[config.mk]
export PLATFORM = sky130hd
export DESIGN_NAME = sha256_message_hasher_unit
export DESIGN_NICKNAME = d
export VERILOG_FILES = /design/src/rtl/sha_pkg.sv /design/src/rtl/sha_front.sv /design/src/rtl/sha_queue.sv /design/src/rtl/sha_engine.sv /design/src/rtl/sha256_message_hasher_unit.sv
export SDC_FILE = /design/constraint.sdc
export NUM_CORES = 2
export LEC_CHECK = 0
export BUFFER_PORTS_ARGS = -buffer_cell sky130_fd_sc_hd__buf_2
export CAP_MARGIN = 30
export CELL_PAD_IN_SITES_DETAIL_PLACEMENT = 0
export CELL_PAD_IN_SITES_GLOBAL_PLACEMENT = 2
export CORE_ASPECT_RATIO = 0.8
export CORE_MARGIN = 2
export CORE_UTILIZATION = 40
export DETAILED_ROUTE_END_ITERATION = 7
export PLACE_DENSITY_LB_ADDON = 0.1
export SLEW_MARGIN = 20
export SYNTH_ARGS = -nofsm -noshare
export SYNTH_HDL_FRONTEND = slang
export SYNTH_SLANG_ARGS = --single-unit
[constraint.sdc]
create_clock -name i_clk -period 27.2 [get_ports i_clk]
set_input_delay 4.08 -clock i_clk [delete_from_list [all_inputs] [get_ports i_clk]]
set_output_delay 4.08 -clock i_clk [all_outputs]
set_load 0.005 [all_outputs]
[src/rtl/sha_pkg.sv]
// Package: SHA-256 constants, types and round functions.
`timescale 1ns / 1ps
package sha_pkg;

    localparam int unsigned WordW = 32;
    localparam int unsigned CountW = 55;
    localparam int unsigned QueueDepth = 4;

    // Word request from the front part to the compression engine.
    typedef struct packed {
        logic [WordW-1:0] word;
        logic             blk_end;
        logic             msg_end;
    } t_req;

    typedef logic [WordW-1:0] t_word;

    function automatic t_word init_hash(input logic [2:0] idx);
        t_word r;
        case (idx)
            3'd0: r = 32'h6a09e667;
            3'd1: r = 32'hbb67ae85;
            3'd2: r = 32'h3c6ef372;
            3'd3: r = 32'ha54ff53a;
            3'd4: r = 32'h510e527f;
            3'd5: r = 32'h9b05688c;
            3'd6: r = 32'h1f83d9ab;
            default: r = 32'h5be0cd19;
        endcase
        return r;
    endfunction

    function automatic t_word round_const(input logic [5:0] idx);
        t_word k;
        case (idx)
            6'd0: k = 32'h428a2f98;  6'd1: k = 32'h71374491;
            6'd2: k = 32'hb5c0fbcf;  6'd3: k = 32'he9b5dba5;
            6'd4: k = 32'h3956c25b;  6'd5: k = 32'h59f111f1;
            6'd6: k = 32'h923f82a4;  6'd7: k = 32'hab1c5ed5;
            6'd8: k = 32'hd807aa98;  6'd9: k = 32'h12835b01;
            6'd10: k = 32'h243185be; 6'd11: k = 32'h550c7dc3;
            6'd12: k = 32'h72be5d74; 6'd13: k = 32'h80deb1fe;
            6'd14: k = 32'h9bdc06a7; 6'd15: k = 32'hc19bf174;
            6'd16: k = 32'he49b69c1; 6'd17: k = 32'hefbe4786;
            6'd18: k = 32'h0fc19dc6; 6'd19: k = 32'h240ca1cc;
            6'd20: k = 32'h2de92c6f; 6'd21: k = 32'h4a7484aa;
            6'd22: k = 32'h5cb0a9dc; 6'd23: k = 32'h76f988da;
            6'd24: k = 32'h983e5152; 6'd25: k = 32'ha831c66d;
            6'd26: k = 32'hb00327c8; 6'd27: k = 32'hbf597fc7;
            6'd28: k = 32'hc6e00bf3; 6'd29: k = 32'hd5a79147;
            6'd30: k = 32'h06ca6351; 6'd31: k = 32'h14292967;
            6'd32: k = 32'h27b70a85; 6'd33: k = 32'h2e1b2138;
            6'd34: k = 32'h4d2c6dfc; 6'd35: k = 32'h53380d13;
            6'd36: k = 32'h650a7354; 6'd37: k = 32'h766a0abb;
            6'd38: k = 32'h81c2c92e; 6'd39: k = 32'h92722c85;
            6'd40: k = 32'ha2bfe8a1; 6'd41: k = 32'ha81a664b;
            6'd42: k = 32'hc24b8b70; 6'd43: k = 32'hc76c51a3;
            6'd44: k = 32'hd192e819; 6'd45: k = 32'hd6990624;
            6'd46: k = 32'hf40e3585; 6'd47: k = 32'h106aa070;
            6'd48: k = 32'h19a4c116; 6'd49: k = 32'h1e376c08;
            6'd50: k = 32'h2748774c; 6'd51: k = 32'h34b0bcb5;
            6'd52: k = 32'h391c0cb3; 6'd53: k = 32'h4ed8aa4a;
            6'd54: k = 32'h5b9cca4f; 6'd55: k = 32'h682e6ff3;
            6'd56: k = 32'h748f82ee; 6'd57: k = 32'h78a5636f;
            6'd58: k = 32'h84c87814; 6'd59: k = 32'h8cc70208;
            6'd60: k = 32'h90befffa; 6'd61: k = 32'ha4506ceb;
            6'd62: k = 32'hbef9a3f7; default: k = 32'hc67178f2;
        endcase
        return k;
    endfunction

    function automatic t_word rotr(input t_word x, input int unsigned n);
        return (x >> n) | (x << (WordW - n));
    endfunction

    function automatic t_word big_s0(input t_word x);
        return rotr(x, 2) ^ rotr(x, 13) ^ rotr(x, 22);
    endfunction

    function automatic t_word big_s1(input t_word x);
        return rotr(x, 6) ^ rotr(x, 11) ^ rotr(x, 25);
    endfunction

    function automatic t_word sml_s0(input t_word x);
        return rotr(x, 7) ^ rotr(x, 18) ^ (x >> 3);
    endfunction

    function automatic t_word sml_s1(input t_word x);
        return rotr(x, 17) ^ rotr(x, 19) ^ (x >> 10);
    endfunction

endpackage

[src/rtl/sha_front.sv]
// Front part: counts words, pads the message and issues schedule word requests.
`timescale 1ns / 1ps
module sha_front (
    input  logic          i_clk,
    input  logic          i_rst_n,
    input  logic [31:0]   i_data_word,
    input  logic [2:0]    i_valid_bytes,
    input  logic          i_last,
    input  logic          i_push,
    output logic          o_full,
    output sha_pkg::t_req o_req,
    output logic          o_req_vld,
    input  logic          i_req_rdy
);
    import sha_pkg::*;

    typedef enum logic [2:0] {
        ST_TAKE = 3'b001,
        ST_PAD  = 3'b010,
        ST_LEN  = 3'b100
    } t_state;

    t_state            r_state, n_state;
    logic [3:0]        r_pos, n_pos;
    logic [CountW-1:0] r_blocks, n_blocks;
    logic [63:0]       r_len, n_len;
    logic              r_mark, n_mark;   // 0x80 marker still owed
    logic              r_len_lo, n_len_lo;

    logic [2:0]  nb;
    logic [31:0] keep, marker, pad_word;
    logic        go;

    always_comb begin
        nb = (i_valid_bytes > 3'd4) ? 3'd4 : i_valid_bytes;
        case (nb)
            3'd0: begin keep = 32'h0; marker = 32'h8000_0000; end
            3'd1: begin keep = 32'hff00_0000; marker = 32'h0080_0000; end
            3'd2: begin keep = 32'hffff_0000; marker = 32'h0000_8000; end
            3'd3: begin keep = 32'hffff_ff00; marker = 32'h0000_0080; end
            default: begin keep = 32'hffff_ffff; marker = 32'h0; end
        endcase
        pad_word = r_mark ? 32'h8000_0000 : 32'h0;
    end

    assign o_full = (r_state != ST_TAKE) || !i_req_rdy;
    assign go     = i_req_rdy;

    always_comb begin
        n_state  = r_state;
        n_pos    = r_pos;
        n_blocks = r_blocks;
        n_len    = r_len;
        n_mark   = r_mark;
        n_len_lo = r_len_lo;
        o_req_vld = 1'b0;
        o_req     = '0;
        unique case (r_state)
            ST_TAKE: begin
                if (i_push && go) begin
                    o_req_vld     = 1'b1;
                    o_req.blk_end = (r_pos == 4'd15);
                    n_pos = r_pos + 4'd1;
                    if (r_pos == 4'd15) n_blocks = r_blocks + 1'b1;
                    if (!i_last) begin
                        o_req.word = i_data_word;
                    end else begin
                        o_req.word = (i_data_word & keep) | marker;
                        n_len  = {r_blocks, 9'd0} + {55'd0, r_pos, 5'd0}
                               + {58'd0, nb, 3'd0};
                        n_mark = (nb == 3'd4);
                        n_state = ST_PAD;
                    end
                end
            end
            ST_PAD: begin
                // fill until slot 14, then length words
                if (!r_mark && r_pos == 4'd14) begin
                    n_state  = ST_LEN;
                    n_len_lo = 1'b0;
                end else if (go) begin
                    o_req_vld     = 1'b1;
                    o_req.word    = pad_word;
                    o_req.blk_end = (r_pos == 4'd15);
                    n_mark = 1'b0;
                    n_pos  = r_pos + 4'd1;
                end
            end
            ST_LEN: begin
                if (go) begin
                    o_req_vld = 1'b1;
                    o_req.word = r_len_lo ? r_len[31:0] : r_len[63:32];
                    o_req.blk_end = r_len_lo;
                    o_req.msg_end = r_len_lo;
                    n_pos    = r_pos + 4'd1;
                    n_len_lo = 1'b1;
                    if (r_len_lo) begin
                        n_state  = ST_TAKE;
                        n_pos    = 4'd0;
                        n_blocks = '0;
                    end
                end
            end
            default: n_state = ST_TAKE;
        endcase
    end

    always_ff @(posedge i_clk) begin
        if (!i_rst_n) begin
            r_state  <= ST_TAKE;
            r_pos    <= '0;
            r_blocks <= '0;
            r_mark   <= 1'b0;
            r_len_lo <= 1'b0;
        end else begin
            r_state  <= n_state;
            r_pos    <= n_pos;
            r_blocks <= n_blocks;
            r_mark   <= n_mark;
            r_len_lo <= n_len_lo;
        end
        r_len <= n_len;
    end
endmodule

[src/rtl/sha_queue.sv]
// Request queue between the front part and the compression engine.
`timescale 1ns / 1ps
module sha_queue #(
    parameter int unsigned Depth = sha_pkg::QueueDepth
) (
    input  logic          i_clk,
    input  logic          i_rst_n,
    input  sha_pkg::t_req i_req,
    input  logic          i_push,
    output logic          o_rdy,
    output sha_pkg::t_req o_req,
    output logic          o_vld,
    input  logic          i_pop
);
    import sha_pkg::*;

    localparam int unsigned AW = (Depth > 1) ? $clog2(Depth) : 1;

    t_req          r_mem [Depth];
    logic [AW-1:0] r_wp, r_rp;
    logic [AW:0]   r_cnt;

    assign o_rdy = (r_cnt != (AW+1)'(Depth));
    assign o_vld = (r_cnt != '0);
    assign o_req = r_mem[r_rp];

    always_ff @(posedge i_clk) begin
        if (!i_rst_n) begin
            r_wp  <= '0;
            r_rp  <= '0;
            r_cnt <= '0;
        end else begin
            if (i_push && o_rdy)
                r_wp <= (r_wp == AW'(Depth - 1)) ? '0 : r_wp + 1'b1;
            if (i_pop && o_vld)
                r_rp <= (r_rp == AW'(Depth - 1)) ? '0 : r_rp + 1'b1;
            r_cnt <= r_cnt + (AW+1)'(i_push && o_rdy) - (AW+1)'(i_pop && o_vld);
        end
        if (i_push && o_rdy) r_mem[r_wp] <= i_req;
    end
endmodule

[src/rtl/sha_engine.sv]
// Back part: schedule window, 64-round compression and digest output buffer.
`timescale 1ns / 1ps
module sha_engine (
    input  logic          i_clk,
    input  logic          i_rst_n,
    input  sha_pkg::t_req i_req,
    input  logic          i_vld,
    output logic          o_pop,
    output logic [31:0]   o_digest_word,
    output logic          o_digest_last,
    output logic          o_empty,
    input  logic          i_pop
);
    import sha_pkg::*;

    typedef enum logic [3:0] {
        ST_LOAD = 4'b0001,
        ST_RND  = 4'b0010,
        ST_ADD  = 4'b0100,
        ST_OUT  = 4'b1000
    } t_state;

    t_state      r_state;
    t_word       r_w [16];
    t_word       r_h [8];
    t_word       r_v [8];
    logic [5:0]  r_rnd;
    logic        r_fin;
    logic [2:0]  r_oi;

    t_word w_new, wr, t1, t2, ch, mj;

    always_comb begin
        w_new = r_w[0] + sml_s0(r_w[1]) + r_w[9] + sml_s1(r_w[14]);
        wr    = r_w[0];
        ch    = (r_v[4] & r_v[5]) ^ (~r_v[4] & r_v[6]);
        mj    = (r_v[0] & r_v[1]) ^ (r_v[0] & r_v[2]) ^ (r_v[1] & r_v[2]);
        t1    = r_v[7] + big_s1(r_v[4]) + ch + round_const(r_rnd) + wr;
        t2    = big_s0(r_v[0]) + mj;
    end

    assign o_pop         = (r_state == ST_LOAD) && i_vld;
    assign o_empty       = (r_state != ST_OUT);
    assign o_digest_word = r_h[r_oi];
    assign o_digest_last = (r_oi == 3'd7);

    always_ff @(posedge i_clk) begin
        if (!i_rst_n) begin
            r_state <= ST_LOAD;
            r_rnd   <= '0;
            r_fin   <= 1'b0;
            r_oi    <= '0;
            for (int i = 0; i < 8; i++) r_h[i] <= init_hash(3'(i));
        end else begin
            unique case (r_state)
                ST_LOAD: begin
                    if (i_vld) begin
                        // window shifts so the oldest word sits in slot 0
                        for (int i = 0; i < 15; i++) r_w[i] <= r_w[i+1];
                        r_w[15] <= i_req.word;
                        if (i_req.blk_end) begin
                            r_state <= ST_RND;
                            r_rnd   <= '0;
                            r_fin   <= i_req.msg_end;
                            for (int i = 0; i < 8; i++) r_v[i] <= r_h[i];
                        end
                    end
                end
                ST_RND: begin
                    for (int i = 0; i < 15; i++) r_w[i] <= r_w[i+1];
                    r_w[15] <= w_new;
                    r_v[0] <= t1 + t2;
                    r_v[1] <= r_v[0];
                    r_v[2] <= r_v[1];
                    r_v[3] <= r_v[2];
                    r_v[4] <= r_v[3] + t1;
                    r_v[5] <= r_v[4];
                    r_v[6] <= r_v[5];
                    r_v[7] <= r_v[6];
                    r_rnd  <= r_rnd + 6'd1;
                    if (r_rnd == 6'd63) r_state <= ST_ADD;
                end
                ST_ADD: begin
                    for (int i = 0; i < 8; i++) r_h[i] <= r_h[i] + r_v[i];
                    r_oi    <= '0;
                    r_state <= r_fin ? ST_OUT : ST_LOAD;
                end
                ST_OUT: begin
                    if (i_pop) begin
                        r_oi <= r_oi + 3'd1;
                        if (r_oi == 3'd7) begin
                            r_state <= ST_LOAD;
                            for (int i = 0; i < 8; i++) r_h[i] <= init_hash(3'(i));
                        end
                    end
                end
                default: r_state <= ST_LOAD;
            endcase
        end
    end
endmodule

[src/rtl/sha256_message_hasher_unit.sv]
// Top level: SHA-256 hasher with word queue in front of the compression engine.
`timescale 1ns / 1ps
// Per 16-word block the engine loads the words, runs the 64 rounds and adds
//   the result to the hash state; it takes no new word until the add is done.
// After the last word the engine finishes one or two padded blocks, then
//   gives 8 digest words, one per cycle while pop is held.
// Reset: i_rst_n synchronous active low; hash state returns to the initial
//   values, counters and queue clear. No clearing pass.
module sha256_message_hasher_unit #(
    parameter int unsigned QDepth = sha_pkg::QueueDepth
) (
    input  logic        i_clk,
    input  logic        i_rst_n,
    input  logic [31:0] i_data_word,
    input  logic [2:0]  i_valid_bytes,
    input  logic        i_last,
    input  logic        push,
    output logic        full,
    output logic [31:0] o_digest_word,
    output logic        o_digest_last,
    output logic        empty,
    input  logic        pop
);
    import sha_pkg::*;

    t_req f_req, q_req;
    logic f_vld, q_rdy, q_vld, e_pop;

    // front part: padding and length insertion, at most one request per cycle while the queue has room
    sha_front u_front (
        .i_clk, .i_rst_n, .i_data_word, .i_valid_bytes, .i_last,
        .i_push(push), .o_full(full),
        .o_req(f_req), .o_req_vld(f_vld), .i_req_rdy(q_rdy)
    );

    // short queue decouples padding from the round engine
    sha_queue #(.Depth(QDepth)) u_queue (
        .i_clk, .i_rst_n,
        .i_req(f_req), .i_push(f_vld), .o_rdy(q_rdy),
        .o_req(q_req), .o_vld(q_vld), .i_pop(e_pop)
    );

    // back part: compression and digest readout
    sha_engine u_engine (
        .i_clk, .i_rst_n,
        .i_req(q_req), .i_vld(q_vld), .o_pop(e_pop),
        .o_digest_word, .o_digest_last, .o_empty(empty), .i_pop(pop)
    );
endmodule
== After elaboration in Yosys (flattened, before gate mapping) ==
Memory sizes are Yosys's and may differ from the RTL's. A register that Yosys moved wholly into a read port is not among the register bits.
Index checks and enable logic that the tools add are counted.
Word-level totals
  register bits after elaboration: 149
  RAM bits: 1160
  ROM bits: 2048
  input bits: 40
  word-level logic and storage cells: 339
  memories kept: 5
Memories
  (name not given): depth 64, width 32, read ports 1, clocked after memory_dff 1, write ports 0, line sha_pkg.sv:35  | case (idx)
  u_engine.r_w: depth 16, width 32, read ports 16, clocked after memory_dff 0, write ports 16, line sha_engine.sv:24  | t_word r_w [16];
  u_engine.r_h: depth 8, width 32, read ports 9, clocked after memory_dff 1, write ports 8, line sha_engine.sv:25  | t_word r_h [8];
  u_engine.r_v: depth 8, width 32, read ports 8, clocked after memory_dff 0, write ports 8, line sha_engine.sv:26  | t_word r_v [8];
  u_queue.r_mem: depth 4, width 34, read ports 1, clocked after memory_dff 1, write ports 1, line sha_queue.sv:19  | t_req r_mem [Depth];
Cells by class
  add/subtract/negate cells: 28
  $lt $le $gt $ge: 1
  equal/unequal tests: 33
  muxes and demuxes: 164
  bitwise logic cells: 69
  reduce and logical (&&, ||, !) cells: 26
Operator list (count)
  2-to-1 mux 32 bit: 83
  adder 32 bit: 18
  XOR 32 bit: 9
  case mux 32 bit (4 select lines): 2
  2-to-1 mux 55 bit: 4
  AND 32 bit: 6
  case mux 55 bit (2 select lines): 1
  2-to-1 mux 33 bit: 3
  case mux 33 bit (3 select lines): 1
  adder 64 x 6 -> 64 bit: 1
  adder 64 x 9 -> 64 bit: 1
  adder 55 x 1 -> 55 bit (second input constant): 1
  2-to-1 mux 4 bit: 11
  OR 1 bit: 40
  2-to-1 mux 34 bit: 1
  2-to-1 mux 1 bit: 33
  inverter 32 bit: 1
  OR 10 x 32 -> 32 bit: 1
  OR 13 x 32 -> 32 bit: 1
  OR 14 x 32 -> 32 bit: 1
  OR 15 x 32 -> 32 bit: 1
  OR 19 x 32 -> 32 bit: 1
  OR 21 x 32 -> 32 bit: 1
  OR 25 x 32 -> 32 bit: 1
  46 further kinds: 98

== Depth between registers and ports, before layout ==
An unclocked memory read counts as a cell.
  depth after elaboration: 10
  gate-level depth with buffers: 34
  gate-level depth less buffers: 33

== By module ==
Synthesis repeated with hierarchy kept, for this count alone.
Second synthesis, totals
  cells, all modules: 6805
  area total of the unflattened synthesis: 77938.5 um^2
By module, submodules not included
  sha_engine: instances 1, cells an instance 5849, area an instance 65834.4 um^2
  sha_front: instances 1, cells an instance 725, area an instance 6716.4 um^2
  sha_queue: instances 1, cells an instance 231, area an instance 5387.7 um^2

== Worst setup path after synthesis ==
Ideal clock, no wire load.
  path kind: input to register
  start point: in i_rst_n
  end point: mem u_engine.r_w[0][0] in the netlist's numbering (enable)
  arrival time: 25984 ps
  data required time: 25798 ps
  path slack: -187 ps
  stages on the path: 4
  path buffers: 2
  path through: clkbuf_1 clkinv_1 clkbuf_1 nor2_1
RTL lines
  from (decl): line sha256_message_hasher_unit.sv:13  | input logic i_rst_n,
  to (decl): line sha_engine.sv:24

==> results.sh <==
export IMPL_place_ws_ns=18.91
export IMPL_ys_top_cells_by_area="edfxtp_1, ha_1, dfxtp_1"
export IMPL_grt_pass1_vias=51170
export IMPL_critical_path_slowest_cell="edfxtp_1"
export IMPL_syn_to_final_growth_pct=10.89
export IMPL_grt_pass1_wl_um=365700
export IMPL_skew_ns=0.07549
export IMPL_ys_flop_type="edfxtp_1"
export IMPL_antenna_found_initial=11
export IMPL_ctsHtreeMaxLevel=4
export IMPL_grt_setup_unrepaired="no"
export IMPL_post_dp_hpwl_um=189400
export IMPL_dr_pass1_iters=6
export IMPL_hold_depth=0
export IMPL_root_buffer="clkbuf_16"
export IMPL_drt_iter0_markers=5364
export IMPL_clock_latency_ns=0.83
export IMPL_required_ns=27.71
export IMPL_maxCapViolCount=0
export IMPL_grt_use_total_pct=25.40
export IMPL_hold_ws_ns=0.3876
export IMPL_status="finished, final reports clean"
export IMPL_crit_type="reg -> reg"
export IMPL_slowest_delay_ns=0.60
export IMPL_post_cts_setup_buffers=0
export IMPL_setup_ws_ns=18.90
export IMPL_die_y_um=398.2
export IMPL_via_per_inst=5.710
export IMPL_synthDistinctLibCells=88
export IMPL_routabilityCongestion=0.9124
export IMPL_cts_path_max_buffers=3
export IMPL_critPathLaunchType="register"
export IMPL_post_route_period_util_pct=30.53
export IMPL_core_area_um2=192800
export IMPL_slew_headroom_pct=35.12
export IMPL_synth_cells=6752
export IMPL_pin_count=75
export IMPL_drive_gt1_share_pct=11.51
export IMPL_worst_pin_slew_ns=0.9731
export IMPL_std_cell_rows=144
export IMPL_place_area_um2=80920
export IMPL_r2r_cells=28
export IMPL_synth_top_cell_area_share_pct=42.25
export IMPL_wire_per_inst_um=27.03
export IMPL_path_max_fanout=6
export IMPL_arrival_ns=8.82
export IMPL_drc=0
export IMPL_port_buffers=74
export IMPL_path_clk_slew_ns=0.06
export IMPL_ys_seq_area_share_pct=48.69
export IMPL_syn_num_nets=7394
export IMPL_cts_resized=0
export IMPL_cp_end_kind="register"
export IMPL_period_minus_slack_ns=8.303
export IMPL_setup_viol=0
export IMPL_cts_tree="built"
export IMPL_dieWidth_um=496.7
export IMPL_hold_viol_final=0
export IMPL_yosysWarnings=0
export IMPL_initial_core_util_pct=40.30
export IMPL_fin_nets=7412
export IMPL_tns_ns=0
export IMPL_design_area_um2=86150
export IMPL_final_max_slew_viol_count=0
export IMPL_design_die_area_um2=197800
export IMPL_cts_buffers=149
export IMPL_cts_hold_buf=0
export IMPL_synth_edf_count=1093
export IMPL_vias=53970
export IMPL_ys_seq_elements=1343
export IMPL_cts_sinks=1343
export IMPL_hold_class="reg -> reg"
export IMPL_postSynthAreaPerCell_um2=11.51
export IMPL_ys_async_sr_fraction_pct=0
export IMPL_yosysTopAreaCell="edfxtp_1"
export IMPL_wl_um=255500
export IMPL_timing_fmax_ghz=0.1204
export IMPL_drtAntennaViolNets=0
export IMPL_syn_area_um2=77690
export IMPL_gr_total_overflow=0
export IMPL_grt_max_degree=202
==> path summary, 6_finish.rpt <==
path / startpoint / to / slack [ns]
worst max-delay path: u_engine.r_v[2][27] / u_engine.r_v[0][31] / 18.90
worst min-delay path: u_engine.r_w[0][78] / u_engine.r_w[0][46] / 0.39
worst max register to register: u_engine.r_v[2][27] / u_engine.r_v[0][31] / 18.90
worst min register to register: u_engine.r_w[0][78] / u_engine.r_w[0][46] / 0.39
==> sequential cells by signal (all words and copies together), names as in the netlist, 2 cells and up, named ones only <==
name	count
u_queue.r_cnt	3
u_front.r_len	61
u_engine.r_h	256
u_front.r_blocks	55
u_queue.r_mem	136
u_engine.r_w	512
u_engine.r_oi	3
u_front.r_state	3
u_engine.r_v	256
u_queue.r_wp	2
u_front.r_pos	4
u_queue.r_rp	2
u_engine.r_rnd	6
u_engine.r_state	4
==> cell families after synthesis <==
kind of cell / synth area share [%]
AND/OR/NAND/NOR: 9.481
multiplexers: 7.223
XOR/XNOR: 7.249
adder cells (fa/ha/maj): 11.87
buffers and inverters: 2.908
flip-flops: 48.69
AO/OA/AOI/OAI: 12.58
==> final cells by class <==
class	instances	area, µm²
fillers	18010	106600
flip-flops and latches	1343	37840
multi-input cells	4814	37710
clock buffers	186	3948
well taps	2555	3197
clock inverters	91	1202
inverters	308	1159
repair buffers	154	1095
diodes	1	2.502
==> synth_stat cells, drive strengths merged, types with 60 or more instances <==
master,n
xnor2,417
a21o,181
clkbuf,241
nor2,427
fa,196
o21a,63
nor3,109
inv,305
nand3,128
nand2,558
mux4,98
mux2,249
a21oi,436
xor2,220
o21ai,401
dfxtp,250
ha,406
edfxtp,1093
o211ai,74
mux2i,60
==> stage by stage <==
step,instances,util [%]
after floorplan,6752,-
after global placement,9167,41.96
after detailed placement,9169,41.98
after CTS,9446,44.65
after global routing,9451,44.69
final,9452,44.69
==> critical path: cells and delay by family (launching register included) <==
family          cells  cell delay (ns)
fa+ha+maj           6             2.99
flops               1             0.60
xor+xnor            4             1.14
simple gates        5             0.50
compound gates     12             2.69
buf+inv             1             0.07
==> placed cells by master, fill, tap and decap left out, types with 245 or more instances in the layout <==
cell type / n
a21oi_1: 436
dfxtp_1: 245
edfxtp_1: 1093
ha_1: 406
inv_1: 300
mux2_2: 249
nand2_1: 552
nor2_1: 420
o21ai_0: 398
xnor2_1: 417
==> per-layer routing <==
layer | track usage, % | wire length [µm]
met5 | 0 | 13
met4 | 6.342 | 6447
met2 | 34.17 | 101600
met3 | 3.914 | 16270
met1 | 41.57 | 131200
Power is not shown: default switching activity piles up to over one toggle a cycle in this logic, so the estimate is an artifact.
